$ cat src/rtl/kim_pkg.sv
// ----------------------------------------------------------------------------
// kim_pkg: shared constants for the key to row index map
// Sizes of the row and bucket tables, the hash split and the status codes.
// ----------------------------------------------------------------------------
package kim_pkg;

  localparam int MAX_ROWS = 1024;
  localparam int BUCKETS  = 2048;

  localparam int KEY_W  = 64;
  localparam int ROW_W  = $clog2(MAX_ROWS);
  localparam int CNT_W  = $clog2(MAX_ROWS + 1);
  localparam int SLOT_W = $clog2(BUCKETS);
  localparam int CAP_W  = 11;

  // Only the low bits of the product feed the folded bucket slot.
  localparam int HASH_W = 32 + SLOT_W;
  localparam int LO_W   = (HASH_W + 1) / 2;
  localparam int HI_W   = HASH_W - LO_W;

  localparam logic [KEY_W-1:0] HASH_MUL = 64'h9E37_79B9_7F4A_7C15;

  localparam logic [CAP_W-1:0] CAP_RESET = CAP_W'(1024);
  localparam logic [CAP_W-1:0] CAP_MAX   = CAP_W'(MAX_ROWS);

  localparam logic [1:0] ST_OK        = 2'd0;
  localparam logic [1:0] ST_NOT_FOUND = 2'd1;
  localparam logic [1:0] ST_FULL      = 2'd2;

endpackage

$ cat src/rtl/kim_hash.sv
// ----------------------------------------------------------------------------
// kim_hash: multiplicative bucket hash
// Forms the low product bits of key times the hash constant from three
// partial products on one shared multiplier, then folds them to a slot.
// ----------------------------------------------------------------------------
module kim_hash
  import kim_pkg::*;
(
  input  logic              clk,
  input  logic              rst,
  input  logic              start,
  input  logic [KEY_W-1:0]  key,
  output logic              done,
  output logic [SLOT_W-1:0] slot
);

  localparam logic [1:0] STEP_LL = 2'd0;
  localparam logic [1:0] STEP_HL = 2'd1;
  localparam logic [1:0] STEP_LH = 2'd2;

  localparam logic [LO_W-1:0] C_LO = HASH_MUL[LO_W-1:0];
  localparam logic [LO_W-1:0] C_HI = LO_W'(HASH_MUL[HASH_W-1:LO_W]);

  logic                run;
  logic [1:0]          step;
  logic [HASH_W-1:0]   acc;
  logic [LO_W-1:0]     mul_a;
  logic [LO_W-1:0]     mul_c;
  logic [2*LO_W-1:0]   prod;
  logic [HASH_W-1:0]   term;
  logic [HASH_W-1:0]   acc_next;

  always_comb begin
    mul_a = key[LO_W-1:0];
    mul_c = C_LO;
    case (step)
      STEP_HL: mul_a = LO_W'(key[HASH_W-1:LO_W]);
      STEP_LH: mul_c = C_HI;
      default: ;
    endcase
  end

  assign prod = mul_a * mul_c;

  always_comb begin
    if (step == STEP_LL) begin
      term     = prod[HASH_W-1:0];
      acc_next = term;
    end else begin
      term     = {prod[HI_W-1:0], {LO_W{1'b0}}};
      acc_next = acc + term;
    end
  end

  always_ff @(posedge clk) begin
    if (rst) begin
      run  <= 1'b0;
      step <= STEP_LL;
      done <= 1'b0;
    end else begin
      done <= 1'b0;
      if (start) begin
        run  <= 1'b1;
        step <= STEP_LL;
      end else if (run) begin
        step <= step + 2'd1;
        if (step == STEP_LH) begin
          run  <= 1'b0;
          done <= 1'b1;
        end
      end
    end
  end

  always_ff @(posedge clk) begin
    if (run) begin
      acc <= acc_next;
    end
  end

  assign slot = acc[SLOT_W-1:0] ^ acc[32 +: SLOT_W];

endmodule

$ cat config.mk
export PLATFORM = sky130hd
export DESIGN_NAME = kim_hash
export DESIGN_NICKNAME = d
export VERILOG_FILES = /design/src/rtl/kim_pkg.sv /design/src/rtl/kim_hash.sv
export SDC_FILE = /design/constraint.sdc
export NUM_CORES = 1
export LEC_CHECK = 0
export CAP_MARGIN = 20
export CORE_UTILIZATION = 45
export CTS_BUF_LIST = sky130_fd_sc_hd__clkbuf_8
export DETAILED_ROUTE_END_ITERATION = 16
export DONT_BUFFER_PORTS = 1
export GPL_TIMING_DRIVEN = 0
export HOLD_SLACK_MARGIN = 0.02
export PLACE_DENSITY_LB_ADDON = 0.12
export SLEW_MARGIN = 40
export SYNTH_ARGS = -nofsm -noshare
export SYNTH_HDL_FRONTEND = slang
export SYNTH_SLANG_ARGS = --single-unit
$ cat constraint.sdc
create_clock -name clk -period 10.2 [get_ports clk]
set_input_delay 1.02 -clock clk [delete_from_list [all_inputs] [get_ports clk]]
set_output_delay 1.02 -clock clk [all_outputs]
set_load 0.05 [all_outputs]
After elaboration in Yosys (flattened, before gate mapping)
Index checks and enable logic that the tools add are counted.
{"block": "op_classes", "addsub": 2, "mul": 1, "eq_ne": 2, "n_mux": 7, "bitwise_logic": 2, "n_reduce_logical": 3}
{"cell": "$add A43 B43 Y43", "count": 1}
{"cell": "$mul A22 B22 Y43", "count": 1}
{"cell": "$mux W43", "count": 1}
{"cell": "$mux W22", "count": 1}
{"cell": "$mux W20", "count": 1}
{"cell": "$xor A11 B11 Y11", "count": 1}
{"cell": "$mux W1", "count": 4}
{"cell": "$reduce_or A3 Y1", "count": 1}
{"cell": "$add A2 B1 Y2 const B", "count": 1}
{"cell": "$eq A2 B1 Y1 const B", "count": 1}
{"cell": "$eq A2 B2 Y1 const B", "count": 1}
{"cell": "$logic_not A2 Y1", "count": 1}
{"cell": "$reduce_or A2 Y1", "count": 1}
{"cell": "$not A1 Y1", "count": 1}
{"block": "totals", "reg_bits": 47, "in_bits": 67, "out_inout_bits": 12, "wordCells": 21}

Logic depth before layout (Yosys ltp)
{"block": "logic_depth", "ltp_word": 5, "ltp_mapped": 36, "mapped_depth_nobuf": 34}

Worst setup path before layout
No wires, ideal clock.
{"block": "synth_path", "path_kind": "reg-to-reg", "start": "reg step[1]", "end": "reg acc[42] (data pin)", "setup_time_ns": 0.169, "arrival_ns": 8.145, "required_time_ns": 10.031, "path_slack_ns": 1.886, "stages_incl_launch_ff": 34, "n_path_buf": 4, "synth_period_minus_slack_ns": 8.314, "path_cell_list": "dfxtp_1 inv_1 ha_1 clkbuf_1 buf_2 buf_1 mux2i_1 nor2_1 fa_1 fa_1 ha_1 inv_1 fa_1 fa_1 inv_1 fa_1 inv_1 fa_1 inv_1 ha_1 buf_6 nand3_1 or2_0 a22oi_1 or2b_1 a21oi_1 xnor2_1 ha_1 a21oi_1 nand2_1 a31oi_1 o31ai_1 nor3b_1 nor4b_2"}
{"block": "synth_via", "elab_chain_cells": 5, "elab_cells_between_ends": 8, "classes_between": "1 x add/sub; 1 x mul; 2 x eq/ne; 3 x mux; 1 x reduce/logical"}
{"element": "from (decl)", "line": "kim_hash.sv:25", "rtl": "logic [1:0] step;"}
{"element": "from (signal assigned)", "line": "kim_hash.sv:66", "rtl": "step <= step + 2'd1;"}
{"element": "$eq A2 B1 Y1 or $eq A2 B2 Y1 (tied branches)", "line": "kim_hash.sv:36", "rtl": "case (step)"}
{"element": "$mux W22 or $mux W20 (tied branches)", "line": "kim_hash.sv:36"}
{"element": "$mul A22 B22 Y43", "line": "kim_hash.sv:43", "rtl": "assign prod = mul_a * mul_c;"}
{"element": "$add A43 B43 Y43", "line": "kim_hash.sv:51", "rtl": "acc_next = acc + term;"}
{"element": "$mux W43 *", "line": "kim_hash.sv:46", "rtl": "if (step == STEP_LL) begin"}
{"element": "net acc_next[42]", "line": "kim_hash.sv:31", "rtl": "logic [HASH_W-1:0] acc_next;"}
{"element": "to (signal assigned)", "line": "kim_hash.sv:77", "rtl": "acc <= acc_next;"}
{"element": "to (decl)", "line": "kim_hash.sv:26", "rtl": "logic [HASH_W-1:0] acc;"}
Mark *: on every way through the listed nets, which the timed path passes. The rest lies on a longest branch.
A chain may end at the register's enable or synchronous reset.

Worst setup path in the final report
Same ends and word-level chain as after synthesis.

==> summary.md <==
| Metric | Value |
|---|---|
| Post-CTS resize count | 0 |
| Final core utilization | 0.482 |
| Status | completed |
| Slew headroom | 0.411 |
| Core area | 32500 um^2 |
| Max Buffers Root-to-Sink | 2 |
| Clk slew on worst S/H paths | 80 ps |
| Die height | 184 um |
| Warnings, synthesis | 0 |
| First-pass DRT Iterations | 5 |
| Netlist cell types | 67 |
| Crit path largest cell delay | 650 ps |
| Async set-reset flop share out of synthesis | 0 |
| Core Rows | 66 |
| Worst Hold Class | flop to flop |
| Startpoint Class | flop |
| Most frequent cells in the layout | inv_1 (429), fa_1 (258), ha_1 (253) |
| Bufs and invs on worst path | 9 |
| Hold Vio Cnt, Final | 0 |
| Post-CTS Hold Buffers | 0 |
| Setup slack after layout | 456 ps |
| Crit path time final | 9740 ps |
| Worst hold start | step[0] |
| First-pass GRT wire length | 62.8 mm |
| RR Endpoint | acc[42] |
| GRT Residual Overflow | 0 |
| Sink Count | 36 |
| Crit-path slowest cell | nor2_1 |
| CTS tree | built |
| Initial antenna violation count | 0 |
| Fmax | 103 MHz |
| Antenna Nets Post-Route | 0 |
| Area delta synth->final | 5.31% |
| IO Port Bufs | 0 |
| Die area | 33900 um^2 |
| Crit path top cell by count | inv_1 |
| EDFF count, synth | 32 |
| Worst slew pin tran | 881 ps |
| Placed inst area | 15600 um^2 |
| Gpl congestion | 0.932 |
| CTS buffer count | 5 |
| Slew Limit Fails | 0 |
| Multi-input gate area | 12200 um^2 |
| Endpoint of the worst hold path | step[0] |
| Starting DRC count in detailed routing | 681 |
| Mapped Area | 14900 um^2 |
| Commonest non-fill, non-tap cell in the layout | inv_1 |
| Predominant post-synthesis flop cell | edfxtp_1 |
| Crit path kind | flop to flop |
| Vias in the first global route | 11.2k |
| Hold Crit Depth | 2 |
| Synthesis-stage register bit count | 36 |
| Reg2Reg Setup Slack | 460 ps |
| Final instance area | 15700 um^2 |
| Die X | 184 um |
| Largest net degree at the start of global routing | 27 |
| Global Route Usage Sum | 0.249 |
| Max cap viols | 0 |
| Clock Tree Root | clkbuf_8 |
| Worst setup path startpoint | step[1] |
| R2r worst-path depth | 35 |
| Worst Path Max Fanout | 11 |
| Sequential area share after synthesis | 0.0698 |
| RSZ-0062 raised after global routing | false |
| H-tree depth | 2 |
| Detailed Place HPWL | 35.6 mm |
| Worst setup EP type | flop |
| Min Hold Slack | 568 ps |
| # nets final | 2203 |
| Syn Inst Count | 1617 |
| Setup Skew | 14.2 ps |
| Worst-Skew Late Latency | 310 ps |
| WP data required | 10310 ps |
| Sequential standard cell area | 1040 um^2 |
| Wire per inst | 19.6 um |
| Kind of cell adding the most delay to the critical path | adder cells |
| Arr. time, crit path | 9860 ps |
| DP Worst Slack | 310 ps |
| Final setup fails | 0 |
| Via count | 10.9k |
| Starting Density | 0.458 |
| DR DRC count | 0 |
| Fin crit share | 0.955 |
| Final WL | 40.5 mm |
| Num ports | 79 |
| Vias per Instance | 5.27 |
| R2r startpoint | step[1] |
| Layout cells sized above 1 | 0.0424 |
| Syn avg cell area | 9.22 um^2 |
| Fill cells | 3252 |
| Postcts setup bufs | 0 |
| Synth Net Count | 2195 |
## flip-flops by register name (all words and copies together), names as in the netlist
signal and flops:
acc 32, run 1, done 1, step 2
## layer usage
metal / GRT usage / vias up / part of all wire
met2: 0.413 / 272 / 0.47
li1: - / 5118 / -
met5: 0 / - / 0
met1: 0.352 / 5476 / 0.46
met4: 0.0533 / 0 / 0.021
met3: 0.0226 / 37 / 0.047
## logic make-up after synthesis
group | count (synthesis) | synth area share
flops | 36 | 0.0698
buf+inv | 463 | 0.118
simple gates | 268 | 0.0859
xor+xnor | 79 | 0.0464
fa+ha+maj | 513 | 0.560
mux | 27 | 0.0192
compound gates | 231 | 0.100
## cell type report
class                   count  area share
clock buffers               5     0.00438
diodes                      1    0.000159
plain buffers              31     0.00901
clock inverters             3     0.00136
flip-flops and latches     36      0.0664
well taps                 442      0.0352
inverters                 432       0.103
multi-input cells        1118       0.779
repair buffers              1    0.000717
## synth_stat cells, types with 8 or more instances
cell type / n / area share
and3_1: 11 / 0.0046
a31oi_1: 8 / 0.0034
o21ai_0: 33 / 0.011
nand3_1: 15 / 0.0050
nand2_1: 64 / 0.016
xor2_1: 27 / 0.016
ha_1: 253 / 0.21
o21a_1: 10 / 0.0050
edfxtp_1: 32 / 0.064
inv_1: 429 / 0.11
mux2_2: 13 / 0.0098
and2_1: 18 / 0.0076
xnor2_1: 52 / 0.031
nand2b_1: 10 / 0.0042
fa_1: 258 / 0.35
a21oi_1: 86 / 0.029
nor3_1: 14 / 0.0047
clkbuf_1: 22 / 0.0055
nor2b_1: 8 / 0.0034
mux2i_1: 14 / 0.0094
o21bai_1: 9 / 0.0045
nor2_1: 95 / 0.024
a21o_1: 32 / 0.016
nand4_1: 14 / 0.0059
## worst reg2reg max path: cells and delay by family, from the launching register on
kind	cells	cell delay [ps]
mux	1	450
fa+ha+maj	10	3700
simple gates	8	2080
flops	1	350
buf+inv	9	1400
xor+xnor	2	580
compound gates	5	1010
## worst max-delay path by stage
| stage | endpoint | slack [ps] | cells after the start |
|---|---|---|---|
| final | acc[42] | 460 | 35 |
| after global routing | acc[42] | 8 | 35 |
| after CTS | acc[42] | 280 | 33 |
| after detailed placement | acc[42] | 310 | 33 |
| after global placement | acc[42] | -510 | 35 |
| after floorplan | acc[42] | 1890 | 33 |
## stage by stage
| stage | cells | TNS [ps] |
|---|---|---|
| 6_report | 2069 | 0 |
| 5_1_grt | 2068 | 0 |
| 4_1_cts | 2068 | 0 |
| 3_5_place_dp | 2060 | 0 |
| 3_3_place_gp | 2059 | -1620 |
| 2_1_floorplan | 1617 | 0 |
Power is left out: the tool's default activity adds up to more than one toggle a clock period on the data nets, which glitch-free logic cannot reach.
