### src/rtl/kim_ram.sv
// ----------------------------------------------------------------------------
// kim_ram: generic single-port-write, single-port-read RAM
// One write and one read per cycle; the read data is registered.
// ----------------------------------------------------------------------------
module kim_ram #(
  parameter int WIDTH = 8,
  parameter int DEPTH = 16
) (
  input  logic                     clk,
  input  logic                     we,
  input  logic [$clog2(DEPTH)-1:0] waddr,
  input  logic [WIDTH-1:0]         wdata,
  input  logic [$clog2(DEPTH)-1:0] raddr,
  output logic [WIDTH-1:0]         rdata
);

  logic [WIDTH-1:0] mem [DEPTH];

  always_ff @(posedge clk) begin
    if (we) begin
      mem[waddr] <= wdata;
    end
    rdata <= mem[raddr];
  end

endmodule

### config.mk
export PLATFORM = sky130hd
export DESIGN_NAME = kim_ram
export DESIGN_NICKNAME = d
export VERILOG_FILES = /design/src/rtl/kim_ram.sv
export SDC_FILE = /design/constraint.sdc
export NUM_CORES = 1
export LEC_CHECK = 0
export ABC_CLOCK_PERIOD_IN_PS = 2500
export CORE_ASPECT_RATIO = 1.75
export CORE_MARGIN = 2
export CORE_UTILIZATION = 62
export CTS_CLUSTER_DIAMETER = 200
export DETAILED_ROUTE_END_ITERATION = 7
export DONT_BUFFER_PORTS = 1
export PLACE_DENSITY = 0.85
export SLEW_MARGIN = 20
export SYNTH_ARGS = -nofsm -noshare
export SYNTH_HDL_FRONTEND = slang
export SYNTH_SLANG_ARGS = --single-unit
export TNS_END_PERCENT = 1
### constraint.sdc
create_clock -name clk -period 2.5 [get_ports clk]
set_input_delay 0.375 -clock clk [delete_from_list [all_inputs] [get_ports clk]]
set_output_delay 0.375 -clock clk [all_outputs]
set_load 0.03 [all_outputs]
### Yosys cells after proc, flatten, opt, wreduce, memory -nomap -nowiden

Memory sizes are Yosys's and may differ from the RTL's. A register that Yosys moved wholly into a read port is not among the register bits.
Index checks and enable logic that the tools add are counted.

| word-level totals | value |
|---|---|
| input port bits | 18 |
| word-level logic and storage cells | 3 |
| flip-flop bits (word level) | 0 |
| memories kept | 1 |
| output and inout port bits | 8 |
| RAM bits | 128 |

| operators by class | value |
|---|---|
| mux-type cells | 2 |

Memories:

| memory | depth | width | read ports | clocked after Yosys merged registers in | write ports | RTL line | RTL |
|---|---|---|---|---|---|---|---|
| mem | 16 | 8 | 1 | 1 | 1 | 17 | `logic [WIDTH-1:0] mem [DEPTH];` |

Operators with widths:

| kind | number |
|---|---|
| $mux W1 | 2 |

### Depth between registers and ports, before layout

Gate-level depths: netlist of run 1.

| depth | value |
|---|---|
| depth after elaboration | 2 |
| depth in mapped cells | 5 |

### Worst setup path after synthesis of run 1

Ideal clock, no wire load.

| timing | value |
|---|---|
| path type | input to register |
| from | input port waddr[2] |
| to | memory mem[0][0], enable pin |
| buffers on the path | 0 |
| arrival | 1.485 ns |
| stages | 2 |
| path slack | 0.632 ns |
| setup time | 0.383 ns |
| data required time | 2.117 ns |
| cell sequence | or3b_2 -> nor3_1 |

RTL lines:

| what | RTL line | RTL |
|---|---|---|
| start: declaration | 11 | `input logic [$clog2(DEPTH)-1:0] waddr,` |
| end: declaration | 17 |  |

Straight into the memory's write port.

### Worst setup path in the final report of run 1

| timing | value |
|---|---|
| from | input port waddr[2] |
| to | memory mem[2][0], enable pin |

Straight into the memory's write port.

==> results of run 1 <==
[sequential cells by signal (all words and copies together) (netlist names)]
signal  cells
mem       128
rdata       8
[final timing paths]
path,from,to,depth (start not counted)
worst min-delay path,wdata[2],mem[4][2]$_DFFE_PP_,0
worst max register to register,mem[5][3]$_DFFE_PP_,rdata[3]$_DFF_P_,3
worst min register to register,mem[14][3]$_DFFE_PP_,rdata[3]$_DFF_P_,3
worst max-delay path,waddr[2],mem[2][0]$_DFFE_PP_,2
[power by group through the flow]
stage / clock (mW) / combinational, mW / sequential, mW
2_1_floorplan: 0 / 0.129 / 2.64
3_3_place_gp: 0 / 0.133 / 2.64
3_5_place_dp: 0 / 0.136 / 2.65
4_1_cts: 2.43 / 0.138 / 2.60
5_1_grt: 2.53 / 0.145 / 2.60
6_report: 2.40 / 0.137 / 2.60
[synth_stat cells]
library cell     instances
nand3_1                  1
clkdlybuf4s25_2          3
mux4_2                  18
edfxtp_1               128
nor2_1                  13
a22oi_1                 16
dfxtp_1                  8
nand2_1                  9
nor2b_1                  1
nor3_1                   4
and2b_1                  1
buf_4                    1
and2_1                   1
mux4_1                  14
nand2b_1                 2
buf_2                    3
nand3b_1                 2
or3b_2                   1
buf_6                    3
[layout make-up]
| cell class | instances | area (sq um) | area share [%] |
|---|---|---|---|
| repair buffers | 7 | 52.55 | 0.9038 |
| clock inverters | 9 | 97.59 | 1.679 |
| well taps | 92 | 115.1 | 1.980 |
| clock buffers | 23 | 488.0 | 8.393 |
| flip-flops and latches | 136 | 4004 | 68.86 |
| multi-input cells | 83 | 1057 | 18.18 |
[kinds of logic (layout without fill, tap and decap cells)]
| kind of cell | after synthesis | after routing | share of synthesized area [%] |
|---|---|---|---|
| flops | 136 | 136 | 77.78 |
| simple gates | 35 | 35 | 3.184 |
| mux | 32 | 32 | 15.02 |
| compound gates | 16 | 16 | 2.334 |
| buf+inv | 10 | 39 | 1.677 |
[per-stage QoR]
step                      area [sq um]  setup WS [ps]  utilization (%)  hold WS (ps)
after floorplan                   5147          632.1                -         473.9
after global placement            5229          760.9            63.74         474.7
after detailed placement          5229          672.6            63.74         474.4
after CTS                         5814           1080            70.88         45.04
after global routing              5814           1008            70.88         39.05
final                             5814           1061            70.88         61.23
[per-layer routing]
| metal | track usage (%) | vias to the layer above | wire [um] |
|---|---|---|---|
| met2 | 38.34 | 102 | 5253 |
| met4 | 12.20 | 0 | 221 |
| li1 | - | 1000 | - |
| met1 | 30.41 | 1211 | 3525 |
| met3 | 7.120 | 14 | 688 |
| met5 | 0 | - | 0 |
==> impl_results.md, run 1 <==
- Worst Max-Slew Pin Slew: 788.8 ps
- # Post-CTS Setup Buffers: 0
- Int Power: approximately 4.2 mW
- Die extent in x: between 70 and 80 um
- CTS tree: done
- Core Region: 8203 sq um
- Total CTS buffers: 17
- Final setup fails: 0
- Total wire length: 9688 um
- Post-route DRC: 0
- Initial DRC Count: ~310
- CP Max Fanout: 8
- Largest net degree at the start of global routing: 33
- P&R area growth vs syn: 12.96%
- Worst reg2reg setup slack: ~1100 ps
- Die Ht: ~120 um
- TritonCTS Sinks: approximately 140
- Yosys reg bits: between 100 and 150
- Sw Pwr: between 0.9 and 1 mW
- Post-synthesis instance area: between 5000 and 6000 sq um
- Initial core utilization: a little over three fifths
- # port buffers: 0
- H-tree depth: 4
- Sequential-to-total area share from yosys stat: 77.78%
- First-pass DRT Iterations: 5
- Rows: between 40 and 50
- Synth top area share: ~75%
- CP Data Arrival Time: around 1500 ps
- Post-Syn Instances: ~230
- Final min period: around 1400 ps
- # fillers: 460
- Placed cells: 318
- Setup CP Type: in2reg
- Startpoint Class: input pin
- DR vias: 2327
- RSZ-0062 raised after global routing: no
- Placer Congestion: approximately 0.85
- First-pass GRT wire length: about 15000 um
- Combinational power share: under 10%
- Clock Latency Late Sink: a little over 400 ps
- Synth area leader: edfxtp_1
- Most common cell after layout, fill and taps aside: edfxtp_1
- Fmax: 0.6952 GHz
- Clock Tree Buf Depth: 2
- Initial antenna violation count: 0
- Pleak: 1.923 nW
- Top Ports: 26
- Global Route Usage Sum: between 20% and 30%
- Synth top area cells: edfxtp_1 (75%), mux4_2 (7.9%), mux4_1 (7.1%)
- Post-CTS Hold Fix Bufs: 0
- Max-slew violations: 0
- Worst-path clk slew: around 50 ps
- Class of the worst hold path: in2reg
- Worst VDD drop: 0.0009151 V
- Syn nets: between 200 and 250
- Detailed Place HPWL: 6022 um
- Slew HR: between 40% and 50%
- Status: finished clean
- Grt ovf: 0
- Syn Area/Cell: between 20 and 25 sq um
- Max Cap Viol: 0
- Crit share post-route: 57.54%
- Post-DR wirelength/cell: between 20 and 30 um
- Antenna Nets Post-Route: 0
- Final net count: approximately 260
- Post-synthesis cell type count: 19
- Final setup skew: approximately 4.6 ps
- Root buffer cell: clkbuf_16
- Diode count: 0
- Commonest non-fill, non-tap cells in the layout: edfxtp_1 (128), mux4_2 (18), clkbuf_16 (17)
- Design Power: 5.135 mW
- Critical-path cell list: or3b_2 > nor2_1
- Vias per cell: around 6.6
- Worst path slowest cell: nor2_1
- P per Cell Area: around 900 nW/um^2
- Critical path's largest stage delay: between 500 and 600 ps
- Die area: between 9000 and 10000 sq um
- YS warnings: 0
- Final cell count without fillers: 350
- Buf/Inv on CP: 0
- Fraction of layout cells with a size suffix above 1: a little over a fifth
- Sw Share: 18.44%
- Worst Path Required: roughly 2500 ps
- Register share of total power: between 50% and 60%
- Hold Fails Final Rpt: 0
- Vias in the first global route: roughly 2500
- Post_cts resized: 0
- Cell family with most CP delay: simple AND/OR/NAND/NOR gates
- Clock share of power: approximately 47%
- Fin Setup TNS: 0 ps
- Crit end category: flop
(Power assumes the default switching activity.)
==> inputs of run 2 (changes only) <==
--- a/config.mk
+++ b/config.mk
@@ -5,14 +5,15 @@
 export SDC_FILE = /design/constraint.sdc
 export NUM_CORES = 1
 export LEC_CHECK = 0
-export ABC_CLOCK_PERIOD_IN_PS = 2500
+export ABC_AREA = 1
+export ABC_CLOCK_PERIOD_IN_PS = 1310
 export CORE_ASPECT_RATIO = 1.75
 export CORE_MARGIN = 2
-export CORE_UTILIZATION = 62
+export CORE_UTILIZATION = 57
 export CTS_CLUSTER_DIAMETER = 200
 export DETAILED_ROUTE_END_ITERATION = 7
 export DONT_BUFFER_PORTS = 1
-export PLACE_DENSITY = 0.85
+export PLACE_DENSITY = 0.82
 export SLEW_MARGIN = 20
 export SYNTH_ARGS = -nofsm -noshare
 export SYNTH_HDL_FRONTEND = slang
==> constraint.sdc (replaced) <==
create_clock -name clk -period 1.31 [get_ports clk]
set_input_delay 0.1965 -clock clk [delete_from_list [all_inputs] [get_ports clk]]
set_output_delay 0.1965 -clock clk [all_outputs]
set_load 0.03 [all_outputs]
==> run 2 against run 1 <==
- final area rose by 16%
- non-clock buffer count increased by 21
- global-route usage is 2.4 points higher
- critical path depth is 1 lower
- total power grew 120%
- flip-flop and latch count stayed put
- final cell count up 100%
- synthesized cell count up 140%
- worst hold slack worse by 0.91 ps
- die area is 21% higher
- clock power rose by 140%
- sequential share of layout area shrank 9.6 points
==> impl_results.md, run 2 <==
- Status: finished clean
- Met2 wire len: roughly 7400 um
- Most flop-heavy register: mem
- Place WS: roughly 160 ps
- Post-DR wirelength/cell: 18.59 um
- Sw Pwr: about 2.1 mW
- Rows: 48
- Synth area leader: edfxtp_1
- Critical-path cell list: dlygate4sd3_1
- Post-synthesis instance area: just under 6000 sq um
- Total CTS buffers: 17
- Root buffer cell: clkbuf_16
- Critical path's largest stage delay: about 1100 ps
- Cell family with most CP delay: buffers and inverters
- Pleak: 2.921 nW
- Yosys reg bits: between 100 and 150
- Grt ovf: 0
- RSZ-0062 raised after global routing: no
- FFs w/ async S/R, synth: 0%
- Max-slew violations: 0
- Post-CTS Hold Fix Bufs: 9
- Synth top area share: about 67%
- Clock share of power: between 50% and 60%
- Setup CP Type: in2reg
- Fin util: 68.55%
- Die extent in x: approximately 80 um
- Clock Latency Late Sink: about 410 ps
- Most common cell after layout, fill and taps aside: nand2_1
- Syn nets: roughly 570
- Top post-synthesis cells by count: nand2_1 (173), edfxtp_1 (128), inv_1 (100)
- Synth top area cells: edfxtp_1 (67%), nand2_1 (11%), nand3_1 (8.4%)
- Highest metal used: met4
- Met3 wire len: between 800 and 900 um
- Final setup skew: approximately 5.7 ps
- Vias in the first global route: ~4000
- Die area: 10970 sq um
- Initial core utilization: 58.55%
- Largest regs: mem: 128 flops, rdata: 8 flops
- Fmax: around 0.84 GHz
- Commonest non-fill, non-tap cells in the layout: nand2_1 (173), edfxtp_1 (128), inv_1 (100)
- Initial DRC Count: around 410
- Ys flop type: edfxtp_1
- Diode count: 0
- TritonCTS Sinks: approximately 140
- Total wire length: 13240 um
- Crit end category: flop
- Worst path slowest cell: dlygate4sd3_1
- DR vias: ~3900
- CTS tree: done
- Post-synthesis cell type count: 12
- Startpoint Class: input pin
- Worst Path Required: between 1000 and 1500 ps
- CP Max Fanout: 16
- Clock Tree Buf Depth: 2
- First-pass DRT Iterations: 6
- Worst VDD drop: 0.001480 V
- Crit share post-route: ~91%
- Final min period: 1197 ps
- M1 WL: between 4000 and 5000 um
- Final net count: roughly 590
- Max Cap Viol: 0
- Final Cell Area: slightly below 7000 sq um
- Largest net degree at the start of global routing: 66
- Sw Share: between 10% and 20%
- Top-count cell post-synth: nand2_1
- Post_cts resized: 0
- Fin Setup TNS: 0 ps
- # port buffers: 0
- Post-route DRC: 0
- Worst-path clk slew: 60 ps
- Post-Syn Instances: between 500 and 600
- Syn Area/Cell: 10.47 sq um
- WHS: a little over 60 ps
- Sequential-to-total area share from yosys stat: between 60% and 70%
- Worst Max-Slew Pin Slew: between 800 and 900 ps
- Setup WS post-layout: ~110 ps
- Antenna Nets Post-Route: 0
- P&R area growth vs syn: 17.08%
- Register share of total power: 44.2%
- Buf/Inv on CP: 1
- Vias per cell: between 5 and 6
- YS warnings: 0
- Initial antenna violation count: 0
- First-pass GRT wire length: about 20000 um
- # Post-CTS Setup Buffers: 0
- Global Route Usage Sum: a little over a quarter
- Core Region: 9849 sq um
- Fraction of layout cells with a size suffix above 1: approximately 9.0%
- Combinational power share: 4.5%
- # fillers: between 700 and 800
- Slew HR: between 40% and 50%
- Int Power: 9.077 mW
- H-tree depth: 4
- Post-synth EDFFs: 128
- P per Cell Area: between 1500 and 2000 nW/um^2
- Die Ht: 137.1 um
- Detailed Place HPWL: roughly 8000 um
- Final setup fails: 0
- Class of the worst hold path: in2reg
- Placer Congestion: roughly 0.86
- Placed Area: 5937 sq um
- Hold Fails Final Rpt: 0
- Max reg flops: between 100 and 150
- Top Ports: 26
- CP Data Arrival Time: between 1000 and 1500 ps
run 2: changes by cell type after synthesis, moves of 4 or more:
cell and delta:
a22oi_1 -16, buf_2 +10, inv_1 +100, mux4_1 -14, mux4_2 -18, nand2_1 +164
nand3_1 +96, nor2_1 +4, nor3_1 -4
run 2: cell type report:
type                            instances  area (sq um)  area share, %
Timing Repair Buffer                   28         270.3          4.003
Multi-Input combinational cell        289          1214          17.98
Sequential cell                       136          4004          59.30
Inverter                              102         382.9          5.671
Tap cell                              125         156.4          2.317
Clock buffer                           19         452.9          6.709
Clock inverter                         13         271.5          4.021
run 2: worst paths after layout:
| kind | start | endpoint | slack [ps] | depth (start not counted) |
|---|---|---|---|---|
| worst max-delay path | wdata[2] | mem[2][2]$_DFFE_PP_ | 110 | 1 |
| worst min register to register | mem[11][6]$_DFFE_PP_ | rdata[6]$_DFF_P_ | 690 | 6 |
| worst max register to register | mem[7][5]$_DFFE_PP_ | rdata[5]$_DFF_P_ | 260 | 6 |
| worst min-delay path | raddr[2] | rdata[5]$_DFF_P_ | 60 | 3 |
run 2: power by group through the flow:
stage,registers [mW],logic [mW],clock network [mW]
after floorplan,5.04,0.343,0
after global placement,5.05,0.388,0
after detailed placement,5.05,0.396,0
after CTS,4.96,0.508,5.78
after global routing,4.97,0.559,5.99
final,4.96,0.510,5.74
run 2: cells by family after synthesis:
group / share of synthesized area (%)
simple gates: 21.05
flops: 69.43
buf+inv: 9.525
run 2: stage by stage:
stage | std cells | power, mW
finish | 712 | 11.21
global route | 712 | 11.51
CTS | 712 | 11.25
detailed placement | 671 | 5.445
global placement | 671 | 5.433
floorplan | 551 | 5.379
run 2: layer usage:
| layer | global-route usage [%] | up-vias |
|---|---|---|
| li1 | - | 1817 |
| met3 | 5.277 | 43 |
| met1 | 27.59 | 1811 |
| met2 | 48.66 | 195 |
| met4 | 15.54 | 0 |
| met5 | 0 | - |
==> inputs of run 3 (changes only) <==
--- a/config.mk
+++ b/config.mk
@@ -8,13 +8,14 @@
 export ABC_AREA = 1
 export ABC_CLOCK_PERIOD_IN_PS = 1310
 export CORE_ASPECT_RATIO = 1.75
-export CORE_MARGIN = 2
+export CORE_MARGIN = 3
 export CORE_UTILIZATION = 57
 export CTS_CLUSTER_DIAMETER = 200
 export DETAILED_ROUTE_END_ITERATION = 7
 export DONT_BUFFER_PORTS = 1
+export HOLD_SLACK_MARGIN = 0.12
 export PLACE_DENSITY = 0.82
-export SLEW_MARGIN = 20
+export SLEW_MARGIN = 5
 export SYNTH_ARGS = -nofsm -noshare
 export SYNTH_HDL_FRONTEND = slang
 export SYNTH_SLANG_ARGS = --single-unit
==> run 3 against run 2 <==
- clock skew grew 1.8 ps
- flip-flop and latch count is the same
- largest power group is now sequential cells
- critical path type is now reg2out
- largest cell class unchanged
- total power shrank 11%
- global-route usage shrank 0.82 points
- sequential share of layout area grew 1.1 points
- fmax shrank 0.26%
- count of clock-buffer cells in the layout grew 9
- first-iteration DRC count shrank 13%
- sequential power is essentially flat
==> impl_results.md, run 3 (synthesized netlist as in run 2, its figures left out) <==
- Vias in the first global route: 3998
- Core Region: slightly below 10000 sq um
- P per Cell Area: approximately 1500 nW/um^2
- Final net count: 598
- Int Power: 7.840 mW
- P&R area growth vs syn: 14.91%
- Status: finished clean
- Fin Setup TNS: 0 ps
- Placer Congestion: around 0.90
- First-pass DRT Iterations: 5
- Total wire length: 13680 um
- Initial core utilization: 58.55%
- Initial antenna violation count: 1
- Max reg flops: about 130
- FF-to-FF End: rdata[2]$_DFF_P_
- Max Cap Viol: 0
- Root buffer cell: clkbuf_16
- Max-slew violations: 0
- Grt ovf: 0
- Hold Fails Final Rpt: 0
- RSZ-0062 raised after global routing: no
- Startpoint Class: flop
- Worst Path Required: about 1100 ps
- First-pass GRT wire length: 20630 um
- Top Ports: 26
- Area of the multi-input gates: between 1000 and 1500 sq um
- Slew HR: between 40% and 50%
- DR vias: around 3900
- Final Cell Area: about 6600 sq um
- Placed Area: approximately 5900 sq um
- # Post-CTS Setup Buffers: 0
- Final min period: about 1200 ps
- Die extent in x: slightly above 80 um
- CP Data Arrival Time: 1000 ps
- Post-DR wirelength/cell: approximately 19 um
- Sw Share: 21.09%
- Fmax: between 0.8 and 0.9 GHz
- Hold_sp: raddr[1]
- WHS Path Cells: 4
- Register share of total power: between 50% and 60%
- Clock share of power: 44.7%
- Global Route Usage Sum: approximately a quarter
- Detailed Place HPWL: around 8500 um
- Fraction of layout cells with a size suffix above 1: between 8 and 9%
- Initial DRC Count: between 300 and 400
- H-tree depth: 4
- Class of the worst hold path: in2reg
- Met3 wire len: 796 um
- Clock Latency Late Sink: 420 ps
- Worst Max-Slew Pin Slew: roughly 820 ps
- Antenna Nets Post-Route: 0
- Worst reg2reg setup slack: between 200 and 300 ps
- Final setup skew: around 7.5 ps
- Worst-path clk slew: 50 ps
- Sw Pwr: about 2.1 mW
- M1 WL: ~4700 um
- Total CTS buffers: 17
- Post-route DRC: 0
- Met2 wire len: just over 7000 um
- Largest net degree at the start of global routing: 66
- R2R cell count: 6
- Final setup fails: 0
- Combinational power share: 5.3%
- Die Ht: between 100 and 150 um
- Crit share post-route: between 90% and 100%
- Commonest non-fill, non-tap cells in the layout: nand2_1 (173), edfxtp_1 (128), inv_1 (100)
- Setup CP Type: reg2out
- TritonCTS Sinks: between 100 and 150
- Crit end category: output port
- Hold Path Sink: rdata[3]$_DFF_P_
- Worst VDD drop: 0.001107 V
- # port buffers: 0
- Reg2reg start: mem[4][2]$_DFFE_PP_
- Most common cell after layout, fill and taps aside: nand2_1
- CP Max Fanout: 1
- # fillers: a little over 700
- Most flop-heavy register: mem
- CTS tree: done
- Vias per cell: between 5 and 6
- Highest metal used: met4
- Register Area: ~4000 sq um
- Pleak: 2.871 nW
- Clock Tree Buf Depth: 2
- Largest regs: mem: 128 flops, rdata: 8 flops
- Rows: between 40 and 50
- Die area: around 11000 sq um
## run 3: cell types whose count changed in the layout (fill, tap and decap cells not counted), moves of 2 or more
cell           change
buf_4              +3
dlygate4sd3_1      +3
clkbuf_8           +2
bufinv_16          -7
clkbuf_1           +7
## run 3: how the worst max path moves through the flow
stage                          start                   end  slack, ps  cells past startpoint
floorplan                   waddr[2]  mem[10][0]$_DFFE_PP_        160                      2
global placement            raddr[2]      rdata[7]$_DFF_P_        250                      5
detailed placement          raddr[1]      rdata[1]$_DFF_P_        220                      6
CTS                         raddr[2]      rdata[2]$_DFF_P_        100                      4
global route                raddr[3]      rdata[1]$_DFF_P_         20                      4
finish              rdata[7]$_DFF_P_              rdata[7]        110                      0
## run 3: stage by stage
| stage | setup slack (ps) | hold WS, ps | power (mW) | instances | utilization, % |
|---|---|---|---|---|---|
| finish | 110.1 | 97.20 | 9.935 | 719 | 67.28 |
| global route | 15.98 | 126.9 | 10.20 | 719 | 67.28 |
| CTS | 103.8 | 8.637 | 9.950 | 715 | 66.92 |
| detailed placement | 219.7 | 296.1 | 5.453 | 673 | 60.30 |
| global placement | 245.3 | 296.4 | 5.442 | 673 | 60.30 |
| floorplan | 162.7 | 295.4 | 5.379 | 551 | - |
## run 3: metal layers
metal / global-route usage [%] / vias up
li1: - / 1831
met1: 27.67 / 1825
met2: 43.75 / 185
met3: 5.982 / 63
met4: 16.99 / 0
met5: 0 / -
## run 3: layout make-up
class | count | share of cell area, %
inverter | 102 | 5.778
multi-input combinational | 289 | 18.32
tap | 125 | 2.360
antenna | 1 | 0.03776
clock buffer | 28 | 7.647
sequential | 136 | 60.42
timing repair buffer | 34 | 4.758
clock inverter | 4 | 0.6798
## run 3: what timing repair did
action	CTS	global route
hold endpoints to repair	136	3
hold buffers	10	3
setup endpoints to repair	0	1
resized for setup	0	1
## run 3: power by group through the flow
stage               combinational (mW)  clock [mW]  sequential, mW
finish                           0.527        4.44            4.97
global route                     0.581        4.65            4.98
CTS                              0.508        4.47            4.97
detailed placement               0.396           0            5.06
global placement                 0.387           0            5.05
floorplan                        0.343           0            5.04
